`src/rtl/uqp_pkg.sv`:
```
`default_nettype none

package uqp_pkg;

  // Raw characters with a role in the query string
  localparam logic [7:0] CharAmp   = 8'h26;
  localparam logic [7:0] CharEq    = 8'h3D;
  localparam logic [7:0] CharPlus  = 8'h2B;
  localparam logic [7:0] CharPct   = 8'h25;
  localparam logic [7:0] CharSpace = 8'h20;

  // Most results one input byte can cause
  localparam int unsigned MaxResults = 4;
  localparam int unsigned SlotIdxW   = 2;

  // Escape scanner state
  typedef enum logic [2:0] {
    ESC_IDLE = 3'b001,
    ESC_PCT  = 3'b010,
    ESC_HEX  = 3'b100
  } esc_e;

  // One result item
  typedef struct packed {
    logic [7:0] out_byte;
    logic       has_byte;
    logic       in_value;
    logic       arg_end;
  } res_t;

  // All results of one input byte, slot 0 first
  typedef struct packed {
    res_t [MaxResults-1:0] slot;
    logic [SlotIdxW-1:0]   last_idx;
  } bundle_t;

  // Hex digit lookup
  typedef struct packed {
    logic       ok;
    logic [3:0] nib;
  } hex_t;

  function automatic hex_t hex_decode(input logic [7:0] c);
    hex_t h;
    h.ok  = 1'b1;
    h.nib = 4'd0;
    if (c >= 8'h30 && c <= 8'h39) begin
      h.nib = 4'(c - 8'h30);
    end else if (c >= 8'h61 && c <= 8'h66) begin
      h.nib = 4'(c - 8'h57);
    end else if (c >= 8'h41 && c <= 8'h46) begin
      h.nib = 4'(c - 8'h37);
    end else begin
      h.ok = 1'b0;
    end
    return h;
  endfunction

endpackage

`default_nettype wire

```
`src/rtl/uqp_front.sv`:
```
`default_nettype none

module uqp_front (
  input  wire logic             clk_i,
  input  wire logic             rst_ni,
  input  wire logic             in_valid_i,
  output logic                  in_ready_o,
  input  wire logic [7:0]       in_byte_i,
  input  wire logic             end_of_string_i,
  output logic                  push_o,
  output uqp_pkg::bundle_t      bundle_o,
  input  wire logic             full_i
);

  uqp_pkg::esc_e esc_q, esc_d;
  logic [7:0]    fh_q, fh_d;
  logic          vp_q, vp_d;
  logic          st_q, st_d;
  logic [2:0]    n;
  logic          accept;
  uqp_pkg::hex_t hv, hv_held;

  function automatic uqp_pkg::res_t mk(input logic [7:0] b, input logic has,
                                       input logic fin, input logic vp);
    uqp_pkg::res_t r;
    r.out_byte = has ? b : 8'd0;
    r.has_byte = has;
    r.in_value = has & vp;
    r.arg_end  = fin;
    return r;
  endfunction

  assign in_ready_o = ~full_i;
  assign accept     = in_valid_i & in_ready_o;
  assign hv         = uqp_pkg::hex_decode(in_byte_i);
  assign hv_held    = uqp_pkg::hex_decode(fh_q);

  // Classify the byte and collect its results in order
  always_comb begin
    esc_d         = esc_q;
    fh_d          = fh_q;
    vp_d          = vp_q;
    st_d          = st_q;
    n             = 3'd0;
    bundle_o.slot = '0;
    if (esc_q == uqp_pkg::ESC_PCT && hv.ok) begin
      fh_d  = in_byte_i;
      esc_d = uqp_pkg::ESC_HEX;
      st_d  = 1'b1;
    end else if (esc_q == uqp_pkg::ESC_HEX && hv.ok) begin
      bundle_o.slot[n[1:0]] = mk({hv_held.nib, hv.nib}, 1'b1, 1'b0, vp_q);
      n     = n + 3'd1;
      esc_d = uqp_pkg::ESC_IDLE;
      fh_d  = 8'd0;
    end else begin
      // flush a broken escape literally, then rescan the byte
      if (esc_q != uqp_pkg::ESC_IDLE) begin
        bundle_o.slot[n[1:0]] = mk(uqp_pkg::CharPct, 1'b1, 1'b0, vp_q);
        n = n + 3'd1;
      end
      if (esc_q == uqp_pkg::ESC_HEX) begin
        bundle_o.slot[n[1:0]] = mk(fh_q, 1'b1, 1'b0, vp_q);
        n = n + 3'd1;
      end
      esc_d = uqp_pkg::ESC_IDLE;
      fh_d  = 8'd0;
      if (in_byte_i == uqp_pkg::CharAmp) begin
        if (st_q) begin
          bundle_o.slot[n[1:0]] = mk(8'd0, 1'b0, 1'b1, 1'b0);
          n = n + 3'd1;
        end
        st_d = 1'b0;
        vp_d = 1'b0;
      end else begin
        st_d = 1'b1;
        if (in_byte_i == uqp_pkg::CharEq && !vp_q) begin
          vp_d = 1'b1;
        end else if (in_byte_i == uqp_pkg::CharPlus) begin
          bundle_o.slot[n[1:0]] = mk(uqp_pkg::CharSpace, 1'b1, 1'b0, vp_q);
          n = n + 3'd1;
        end else if (in_byte_i == uqp_pkg::CharPct) begin
          esc_d = uqp_pkg::ESC_PCT;
        end else begin
          bundle_o.slot[n[1:0]] = mk(in_byte_i, 1'b1, 1'b0, vp_q);
          n = n + 3'd1;
        end
      end
    end
    // close the string: flush an unfinished escape, end the open entry
    if (end_of_string_i) begin
      if (esc_d != uqp_pkg::ESC_IDLE) begin
        bundle_o.slot[n[1:0]] = mk(uqp_pkg::CharPct, 1'b1, 1'b0, vp_q);
        n = n + 3'd1;
      end
      if (esc_d == uqp_pkg::ESC_HEX) begin
        bundle_o.slot[n[1:0]] = mk(fh_d, 1'b1, 1'b0, vp_q);
        n = n + 3'd1;
      end
      if (st_d) begin
        bundle_o.slot[n[1:0]] = mk(8'd0, 1'b0, 1'b1, 1'b0);
        n = n + 3'd1;
      end
      esc_d = uqp_pkg::ESC_IDLE;
      fh_d  = 8'd0;
      st_d  = 1'b0;
      vp_d  = 1'b0;
    end
    bundle_o.last_idx = uqp_pkg::SlotIdxW'(n - 3'd1);
  end

  assign push_o = accept & (n != 3'd0);

  // Advance scanner state on each accepted item
  always_ff @(posedge clk_i or negedge rst_ni) begin
    if (!rst_ni) begin
      esc_q <= uqp_pkg::ESC_IDLE;
      fh_q  <= 8'd0;
      vp_q  <= 1'b0;
      st_q  <= 1'b0;
    end else if (accept) begin
      esc_q <= esc_d;
      fh_q  <= fh_d;
      vp_q  <= vp_d;
      st_q  <= st_d;
    end
  end

endmodule

`default_nettype wire

```
`src/rtl/uqp_queue.sv`:
```
`default_nettype none

module uqp_queue #(
  parameter int unsigned Depth = 4
) (
  input  wire logic              clk_i,
  input  wire logic              rst_ni,
  input  wire logic              push_i,
  input  wire uqp_pkg::bundle_t  wdata_i,
  output logic                   full_o,
  input  wire logic              pop_i,
  output uqp_pkg::bundle_t       rdata_o,
  output logic                   empty_o
);

  localparam int unsigned AddrW = (Depth > 1) ? $clog2(Depth) : 1;
  localparam int unsigned CntW  = $clog2(Depth + 1);

  uqp_pkg::bundle_t mem_q [Depth];
  logic [AddrW-1:0] wr_q, rd_q;
  logic [CntW-1:0]  cnt_q;
  logic             do_push, do_pop;

  assign full_o  = (cnt_q == CntW'(Depth));
  assign empty_o = (cnt_q == '0);
  assign do_push = push_i & ~full_o;
  assign do_pop  = pop_i & ~empty_o;
  assign rdata_o = mem_q[rd_q];

  // Store pushed bundles
  always_ff @(posedge clk_i) begin
    if (do_push) begin
      mem_q[wr_q] <= wdata_i;
    end
  end

  // Advance pointers and fill count
  always_ff @(posedge clk_i or negedge rst_ni) begin
    if (!rst_ni) begin
      wr_q  <= '0;
      rd_q  <= '0;
      cnt_q <= '0;
    end else begin
      if (do_push) begin
        wr_q <= (wr_q == AddrW'(Depth - 1)) ? '0 : wr_q + AddrW'(1);
      end
      if (do_pop) begin
        rd_q <= (rd_q == AddrW'(Depth - 1)) ? '0 : rd_q + AddrW'(1);
      end
      if (do_push && !do_pop) begin
        cnt_q <= cnt_q + CntW'(1);
      end else if (do_pop && !do_push) begin
        cnt_q <= cnt_q - CntW'(1);
      end
    end
  end

endmodule

`default_nettype wire

```
`src/rtl/uqp_back.sv`:
```
`default_nettype none

module uqp_back (
  input  wire logic              clk_i,
  input  wire logic              rst_ni,
  input  wire uqp_pkg::bundle_t  bundle_i,
  input  wire logic              empty_i,
  output logic                   pop_o,
  output logic                   out_valid_o,
  input  wire logic              out_ready_i,
  output uqp_pkg::res_t          res_o,
  output logic                   out_last_o
);

  logic [uqp_pkg::SlotIdxW-1:0] sub_q;
  logic                         fire;

  assign out_valid_o = ~empty_i;
  assign res_o       = bundle_i.slot[sub_q];
  assign out_last_o  = (sub_q == bundle_i.last_idx);
  assign fire        = out_valid_o & out_ready_i;
  assign pop_o       = fire & out_last_o;

  // Step through the slots of the head bundle
  always_ff @(posedge clk_i or negedge rst_ni) begin
    if (!rst_ni) begin
      sub_q <= '0;
    end else if (fire) begin
      sub_q <= out_last_o ? '0 : sub_q + uqp_pkg::SlotIdxW'(1);
    end
  end

endmodule

`default_nettype wire

```
`src/rtl/urlencoded_query_parser.sv`:
```
`default_nettype none

// Streaming decoder for a form-urlencoded query string. One raw byte enters per
// cycle on the slave side, whose tready falls only when the queue is full (tlast
// marks the final byte of the string); decoded key and value bytes and
// end-of-argument records leave on the master side, one result per cycle while
// the sink is ready, with tlast on the final result of each input byte. An input
// byte causes zero to four results; the front end classifies a byte and hands
// its results as one bundle to a QueueDepth-entry queue, and the back end drains
// a bundle at one result per cycle while the sink is ready. Input takes one byte
// per cycle while bytes cause at most one result each and the sink stays ready.
module urlencoded_query_parser #(
  parameter int unsigned QueueDepth = 4
) (
  input  wire logic        clk_i,
  input  wire logic        rst_ni,
  input  wire logic        s_axis_tvalid_i,
  output logic             s_axis_tready_o,
  input  wire logic [7:0]  s_axis_tdata_i,   // [7:0] in_byte
  input  wire logic        s_axis_tlast_i,   // end_of_string
  output logic             m_axis_tvalid_o,
  input  wire logic        m_axis_tready_i,
  output logic [7:0]       m_axis_tdata_o,   // [7:0] out_byte
  output logic [2:0]       m_axis_tuser_o,   // [0] has_byte, [1] in_value, [2] arg_end
  output logic             m_axis_tlast_o    // last
);

  uqp_pkg::bundle_t push_bundle, head_bundle;
  uqp_pkg::res_t    res;
  logic             push, full, pop, empty;

  uqp_front u_front (
    .clk_i           (clk_i),
    .rst_ni          (rst_ni),
    .in_valid_i      (s_axis_tvalid_i),
    .in_ready_o      (s_axis_tready_o),
    .in_byte_i       (s_axis_tdata_i),
    .end_of_string_i (s_axis_tlast_i),
    .push_o          (push),
    .bundle_o        (push_bundle),
    .full_i          (full)
  );

  uqp_queue #(
    .Depth (QueueDepth)
  ) u_queue (
    .clk_i   (clk_i),
    .rst_ni  (rst_ni),
    .push_i  (push),
    .wdata_i (push_bundle),
    .full_o  (full),
    .pop_i   (pop),
    .rdata_o (head_bundle),
    .empty_o (empty)
  );

  uqp_back u_back (
    .clk_i       (clk_i),
    .rst_ni      (rst_ni),
    .bundle_i    (head_bundle),
    .empty_i     (empty),
    .pop_o       (pop),
    .out_valid_o (m_axis_tvalid_o),
    .out_ready_i (m_axis_tready_i),
    .res_o       (res),
    .out_last_o  (m_axis_tlast_o)
  );

  // Pack the result item onto the master side
  assign m_axis_tdata_o = res.out_byte;
  assign m_axis_tuser_o = {res.arg_end, res.in_value, res.has_byte};

endmodule

`default_nettype wire

```
`config.mk`:
```
export PLATFORM = sky130hd
export DESIGN_NAME = urlencoded_query_parser
export DESIGN_NICKNAME = d
export VERILOG_FILES = /design/src/rtl/uqp_pkg.sv /design/src/rtl/uqp_front.sv /design/src/rtl/uqp_queue.sv /design/src/rtl/uqp_back.sv /design/src/rtl/urlencoded_query_parser.sv
export SDC_FILE = /design/constraint.sdc
export NUM_CORES = 1
export LEC_CHECK = 0
export BUFFER_PORTS_ARGS = -buffer_cell sky130_fd_sc_hd__buf_2
export CAP_MARGIN = 10
export CORE_MARGIN = 2
export CORE_UTILIZATION = 50
export DETAILED_ROUTE_END_ITERATION = 6
export PLACE_DENSITY = 0.65
export SYNTH_ARGS = -nofsm -noshare
export SYNTH_HDL_FRONTEND = slang
export SYNTH_SLANG_ARGS = --single-unit
```
`constraint.sdc`:
```
create_clock -name clk_i -period 14.7 [get_ports clk_i]
set_clock_uncertainty 0.1 [all_clocks]
set_input_delay 1.47 -clock clk_i [delete_from_list [all_inputs] [get_ports clk_i]]
set_output_delay 1.47 -clock clk_i [all_outputs]
set_load 0.005 [all_outputs]
```
-- Word level (Yosys, flattened, before mapping)
Memories as Yosys holds them, arrays and structs flattened.
Cells that the tools add are included.
- magnitude comparators: 23
- reduce and logical (&&, ||, !) cells: 24
- muxes and demuxes: 90
- equality and inequality tests: 15
- $add $sub $neg: 17
- bitwise logic cells: 14
- operator list (cell ; count):
    44-bit 2-to-1 mux ; 15
    44-bit bitwise mux ; 5
    11-bit demux with 2-bit select ; 5
    11-bit 2-to-1 mux ; 9
    40-bit bitwise AND ; 2
    40-bit inverter ; 2
    3-bit 2-to-1 mux ; 26
    33-bit 2-to-1 mux ; 1
    8-bit by 6-bit equality test with 1-bit output (second input constant) ; 4
    8-bit by 7-bit greater-or-equal comparator with 1-bit output (second input constant) ; 4
    8-bit by 7-bit less-or-equal comparator with 1-bit output (second input constant) ; 4
    4-bit 2-to-1 mux ; 6
    11-bit binary-select mux with 2-bit select ; 1
    3-bit by 1-bit adder with 3-bit output (second input constant) ; 6
    2-bit by 3-bit less-than comparator with 1-bit output (second input constant) ; 6
    8-bit by 6-bit greater-or-equal comparator with 1-bit output (second input constant) ; 2
    8-bit by 6-bit less-or-equal comparator with 1-bit output (second input constant) ; 2
    1-bit logical AND ; 16
    8-bit 2-to-1 mux ; 2
    4-bit by 3-bit subtractor with 4-bit output (second input constant) ; 4
    1-bit 2-to-1 mux ; 15
    2-bit by 1-bit greater-or-equal comparator with 1-bit output (second input constant) ; 5
    3-bit equality test (second input constant) ; 3
    9-bit 2-to-1 mux ; 1
    18 further kinds ; 37
- output and inout bits: 14
- bits in writable memories: 184
- bits in registers: 22
- logic and storage cells: 192
- memories: 1
- bits of input ports: 13
- memories (memory ; depth ; bits a word ; rd ports ; clocked after memory_dff ; wr ports ; line ; source):
    u_queue.mem_q ; 4 ; 46 ; 1 ; 0 ; 1 ; uqp_queue.sv:19 ; uqp_pkg::bundle_t mem_q [Depth];

-- Depth between registers and ports, before layout
- depth after elaboration: 35
- depth in mapped cells: 27
- gate-level depth less buffers: 27

-- Hierarchy
From an unflattened synthesis, not the netlist that was laid out.
- cell total of the unflattened synthesis: 639
- area, all modules: 9839.4 um^2
- modules (own cells, without submodules) (module ; area each (um^2) ; instances ; cells an instance):
    uqp_queue ; 7086.8 ; 1 ; 277
    uqp_front ; 2306.0 ; 1 ; 332
    uqp_back ; 446.7 ; 1 ; 30

-- Least setup slack after synthesis
No wires, ideal clock.
- kind: input to register
- from: input s_axis_tdata_i[0]
- to: memory u_queue.mem_q[0][0] (netlist name), enable pin
- path slack: 7.848 ns
- required time: 14.192 ns
- path buffers: 0
- data arrival time: 6.343 ns
- stages on the path: 21
- path through: inv_1 ha_1 o21bai_4 a2111oi_4 a21o_2 nand2_1 and3_1 o31ai_1 ha_1 a21oi_1 ha_1 nor2_1 a211o_1 ha_1 and3_1 a21oi_1 ha_1 o21a_1 a211o_1 a21oi_4 and2_1
- word-level cells in the longest chain between the ends: 22
- elaborated cells between the ends (all ways): 50
- classes of those cells: add/sub: 3; order compare: 6; eq/ne: 6; mux: 26; bitwise: 2; reduce/logical: 7
- ends and longest elaborated chain (element ; line ; source):
    start, declared ; urlencoded_query_parser.sv:19 ; input wire logic [7:0] s_axis_tdata_i,
    8-bit by 7-bit greater-or-equal comparator with 1-bit output / 8-bit by 7-bit less-or-equal comparator with 1-bit output (equally long branches) ; uqp_pkg.sv:51 ; end else if (c >= 8'h41 && c <= 8'h46) begin
    1-bit logical AND ; uqp_pkg.sv:51 ;
    1-bit 2-to-1 mux ; uqp_pkg.sv:51 ;
    1-bit 2-to-1 mux ; uqp_pkg.sv:49 ; end else if (c >= 8'h61 && c <= 8'h66) begin
    1-bit 2-to-1 mux ; uqp_pkg.sv:47 ; if (c >= 8'h30 && c <= 8'h39) begin
    1-bit logical AND ; uqp_front.sv:50 ; end else if (esc_q == uqp_pkg::ESC_HEX && hv.ok) begin
    3-bit 2-to-1 mux ; uqp_front.sv:50 ;
    3-bit 2-to-1 mux ; uqp_front.sv:46 ; if (esc_q == uqp_pkg::ESC_PCT && hv.ok) begin
    [... 7 more ...] ; -- ;
    3-bit 2-to-1 mux ; uqp_front.sv:99 ; if (st_d) begin
    3-bit 2-to-1 mux (*) ; uqp_front.sv:90 ; if (end_of_string_i) begin
    3-bit nonzero test (*) ; uqp_front.sv:111 ; assign push_o = accept & (n != 3'd0);
    1-bit bitwise AND (*) ; uqp_front.sv:111 ;
    1-bit bitwise AND (*) ; uqp_queue.sv:26 ; assign do_push = push_i & ~full_o;
    named net u_queue.do_push ; uqp_queue.sv:22 ; logic do_push, do_pop;
    1-bit 2-to-1 mux (*) ; uqp_queue.sv:32 ; if (do_push) begin
    1-bit 2-to-1 mux (implied by the code) (*) ; uqp_queue.sv:33 ; mem_q[wr_q] <= wdata_i;
    end, declared ; uqp_queue.sv:19 ;
The timed path passes the listed nets; every way through them passes the cells marked *. The select of a mux whose other input is x is not followed.

-- Final worst setup path
- from: input s_axis_tdata_i[0]
- to: register u_queue.cnt_q[2]
- word-level cells in the longest chain between the ends: 23
- elaborated cells between the ends (all ways): 53
- classes of those cells: add/sub: 3; order compare: 6; eq/ne: 6; mux: 25; bitwise: 2; reduce/logical: 11
- ends and longest elaborated chain (element ; line ; source):
    8-bit by 7-bit greater-or-equal comparator with 1-bit output / 8-bit by 7-bit less-or-equal comparator with 1-bit output (equally long branches) ; uqp_pkg.sv:51 ;
    1-bit logical AND ; uqp_pkg.sv:51 ;
    1-bit 2-to-1 mux ; uqp_pkg.sv:51 ;
    1-bit 2-to-1 mux ; uqp_pkg.sv:49 ;
    1-bit 2-to-1 mux ; uqp_pkg.sv:47 ;
    1-bit logical AND ; uqp_front.sv:50 ;
    3-bit 2-to-1 mux ; uqp_front.sv:50 ;
    3-bit 2-to-1 mux ; uqp_front.sv:46 ;
    [... 8 more ...] ; -- ;
    3-bit 2-to-1 mux (*) ; uqp_front.sv:90 ;
    3-bit nonzero test (*) ; uqp_front.sv:111 ;
    1-bit bitwise AND (*) ; uqp_front.sv:111 ;
    1-bit bitwise AND (*) ; uqp_queue.sv:26 ;
    named net u_queue.do_push ; uqp_queue.sv:22 ;
    1-bit zero test ; uqp_queue.sv:52 ; end else if (do_pop && !do_push) begin
    1-bit logical AND ; uqp_queue.sv:52 ;
    2-bit nonzero test (no source line) ; -- ;
    end signal, assigned ; uqp_queue.sv:51 ; cnt_q <= cnt_q + CntW'(1);
    end signal, assigned ; uqp_queue.sv:53 ; cnt_q <= cnt_q - CntW'(1);
    end, declared ; uqp_queue.sv:21 ; logic [CntW-1:0] cnt_q;
Marked as above.
A chain may end at the register's enable or synchronous reset.

==> summary.txt <==
Logic synthesis
  – Mux cell area share after synthesis: 0.137
  – Seq/Total Area, Yosys: 0.613
  – Fraction of registers with async set or reset after synthesis: 0.107
  – Most area-hungry cell type in the Yosys netlist: edfxtp_1
  – Count of cell types in the netlist: 69
  – Predominant post-synthesis flop cell: edfxtp_1
  – Mapped Avg Cell Area: 15.1 µm²
  – Most common cell in the netlist: edfxtp_1
  – Leading cell types by count after synthesis: edfxtp_1 (184), mux4_2 (57), nand2_1 (45)
  – Fraction of post-synthesis cell area in the top cell type by area: 0.557
  – Adder-cell share of the synthesized area: 0.0411
  – Post-synth EDFFs: 184
  – Post-Synth XOR/XNOR Area: 0.00883
  – Area fraction in and, or, nand and nor cells after synthesis: 0.0892
  – Fraction of the mapped netlist area in compound gates: 0.0921
  – Cell area after technology mapping: 9910 µm²
  – Area contributors post-synth: edfxtp_1 (56%), mux4_2 (13%), dfrtp_1 (5.3%)
  – Cell count after synthesis: 657
  – Largest family of logic cells by synthesized area: multiplexers
  – Flip-flop and latch count after synthesis: 206
  – Count of synthesis-stage warnings from yosys: 0
  – Net count after synthesis: 702

Min path
  – Hold Crit Depth: 1
  – Worst min path class: register to register

Clocking
  – Clock transition time at the flip-flop clock pins of the worst setup and hold paths: 0.06 ns
  – Postcts setup bufs: 0
  – Clock net sink count: 206
  – Clock H-tree levels: 1
  – Number of buffers on the longest clock path: 3
  – Quantity of hold-fixing buffers added after cts: 0
  – Skew-Pair Late Insertion Delay: 0.50 ns
  – Clock root buffer: clkbuf_16
  – Clock tree from TritonCTS: yes
  – Count of cells resized by post-cts repair: 0
  – CTS buffer count: 22

Routing
  – Initial drt markers: 549
  – Residual antenna-violating net count after detailed routing: 0
  – Detailed-routing iteration count for the pre-antenna-repair pass: 5
  – Vias/cell: 6.12
  – # DRC: 0
  – Average wire per cell in the routed design: 23.5 µm
  – Post-Route WL: 22,800 µm
  – Routed via count: 5,938

Layout
  – Fillers: 1,562
  – Number of nets in the finished design: 734
  – Final antenna diode count: 0
  – FF/Latch Area: 6080 µm²
  – Synthesis-to-finish area growth: 10.9%
  – Ratio of cells with drive above 1 in the final layout: 0.213
  – Final cell area excluding filler cells: 11,000 µm²
  – Filler-free cell count of the finished design: 970
  – Multi-input gate area: 3660 µm²

Critical path
  – Worst-path fanout max: 9
  – Required @ worst endpoint: 15.03 ns
  – Data arrival, critical path: 7.15 ns
  – Depth of the worst register-to-register path: 25
  – Setup Crit Path Kind: input pin to register
  – Kind of end point of the critical path: register
  – Slack of the worst reg-to-reg path: 9.00 ns
  – Startpoint type of the worst setup path: input pin

Timing
  – Fmax: 147 MHz
  – Setup-violating endpoint count in the final report: 0
  – Max Transition Viols Final: 0
  – Final number of hold-violating endpoints: 0
  – RSZ-0062 raised after global routing: no
  – Worst slew margin: 0.345
  – Tmin final: 6.82 ns
  – Worst hold-check slack: 0.411 ns
  – Setup TNS: 0 ns
  – Slew at the pin closest to its max-slew limit: 0.983 ns
  – Period utilisation layout: 0.464

Place
  – Count of input and output buffers: 26
  – Cell area after placement: 10,300 µm²
  – Total placed cells including tap cells: 930
  – Final RePlAce weighted congestion: 0.975
  – DP HPWL: 15,400 µm

Global route
  – Global-route usage over all layers: 0.229
  – First-pass GRT wire length: 35,700 µm
  – Maximum number of pins on one net before global-route repair: 47
  – Total global routing overflow: 0
  – Antenna violations before repair: 0
  – Vias in the first global route: 6,118

Floorplanning
  – Chip height: 145 µm
  – Die Footprint: 21,000 µm²
  – Core Area: 19,500 µm²
  – Die width: 145 µm
  – Initial core utilization: 0.509
  – Number of placed I/O pins: 27
  – Row count: 51

Run status
  – Run status: finished clean

Run
  – Max-capacitance violation count: 0

Power
  – Total power density per cell area: 158 nW/µm²
  – Leakage dissipation: 3.95 nW
  – Final Power: 1.74 mW
  – Largest voltage drop on the vdd net: 0.120 mV
## metal layers
layer | up-vias | GRT usage | share of wire
met5 | - | 0 | 0
met4 | 0 | 0.0864 | 0.033
met3 | 40 | 0.0349 | 0.057
met2 | 203 | 0.360 | 0.48
met1 | 3046 | 0.327 | 0.44
li1 | 2649 | - | -
## logic make-up after synthesis
logic type                 Yosys count
buffers and inverters               45
AOI/OAI and AO/OA                  128
muxes                               64
DFF                                206
xor gates and xnor gates            10
and+or+nand+nor                    172
adders and majority gates           32
## registers in the layout, indices dropped and copies added (netlist names)
| signal | cells |
|---|---|
| u_queue.cnt_q | 3 |
| u_queue.rd_q | 2 |
| u_back.sub_q | 2 |
| u_front.vp_q | 1 |
| u_queue.mem_q | 184 |
| u_queue.wr_q | 2 |
| u_front.fh_q | 8 |
| u_front.st_q | 1 |
| u_front.esc_q | 3 |
## through the flow
stage	utilization	worst slack [ns]
finish	0.565	7.88
global route	0.565	7.57
CTS	0.565	7.96
detailed placement	0.531	7.46
global placement	0.531	7.60
floorplan	-	7.85
## cells in the final DEF, fill, tap and decap left out, types with 5 or more instances in the layout
master and count:
o21ai_0 23, and3_1 14, a22oi_1 8, buf_4 10, clkbuf_1 6, nand3_1 19, clkbuf_16 23, nor2_1 38
nor2b_1 7, edfxtp_1 184, ha_1 31, clkinv_1 5, mux4_2 57, xor2_1 6, buf_2 26, dfrtp_1 19
and2_1 17, a22o_1 12, a21o_1 8, a21oi_1 37, nand2_1 45, inv_1 17
## path summary, 6_finish.rpt
| kind | start | endpoint |
|---|---|---|
| worst max-delay path | s_axis_tdata_i[0] | u_queue.cnt_q[2] |
| worst min-delay path | u_queue.cnt_q[2] | u_queue.cnt_q[2] |
| worst max register to register | u_front.esc_q[0] | u_queue.cnt_q[2] |
| worst min register to register | u_queue.cnt_q[2] | u_queue.cnt_q[2] |
| max in group asynchronous | rst_ni | u_queue.rd_q[0] |
| min in group asynchronous | rst_ni | u_queue.wr_q[1] |
## report_power, final
part           leakage, nW  total, mW  internal, mW  switching, mW
combinational         1.63      0.442         0.235          0.206
clock                0.323      0.498         0.287          0.211
sequential            1.99      0.803         0.735         0.0681
## area by class of cell
type / instances / share of cell area
flip-flops and latches: 206 / 0.553
multi-input cells: 406 / 0.333
clock buffers: 29 / 0.0544
well taps: 265 / 0.0302
repair buffers: 36 / 0.0187
inverters: 17 / 0.00580
clock inverters: 11 / 0.00512
## critical path, stage by stage
cell,delay (ns)
buf_2,0.18
inv_1,0.19
ha_1,0.24
o21bai_4,0.09
a2111oi_4,0.60
a21o_2,0.24
nand2_1,0.22
and3_1,0.27
o31ai_1,0.14
ha_1,0.37
a21oi_1,0.22
ha_1,0.17
nor2_1,0.05
a211o_1,0.26
ha_1,0.27
and3_1,0.14
a21oi_1,0.05
ha_1,0.20
nor2b_1,0.13
o21ai_0,0.13
o221ai_2,0.16
a21oi_4,0.25
ha_1,0.23
inv_1,0.06
fa_1,0.38
xor2_1,0.17
nor2_1,0.11
xor2_1,0.15
Note: power is estimated with default switching activity, not from simulation.
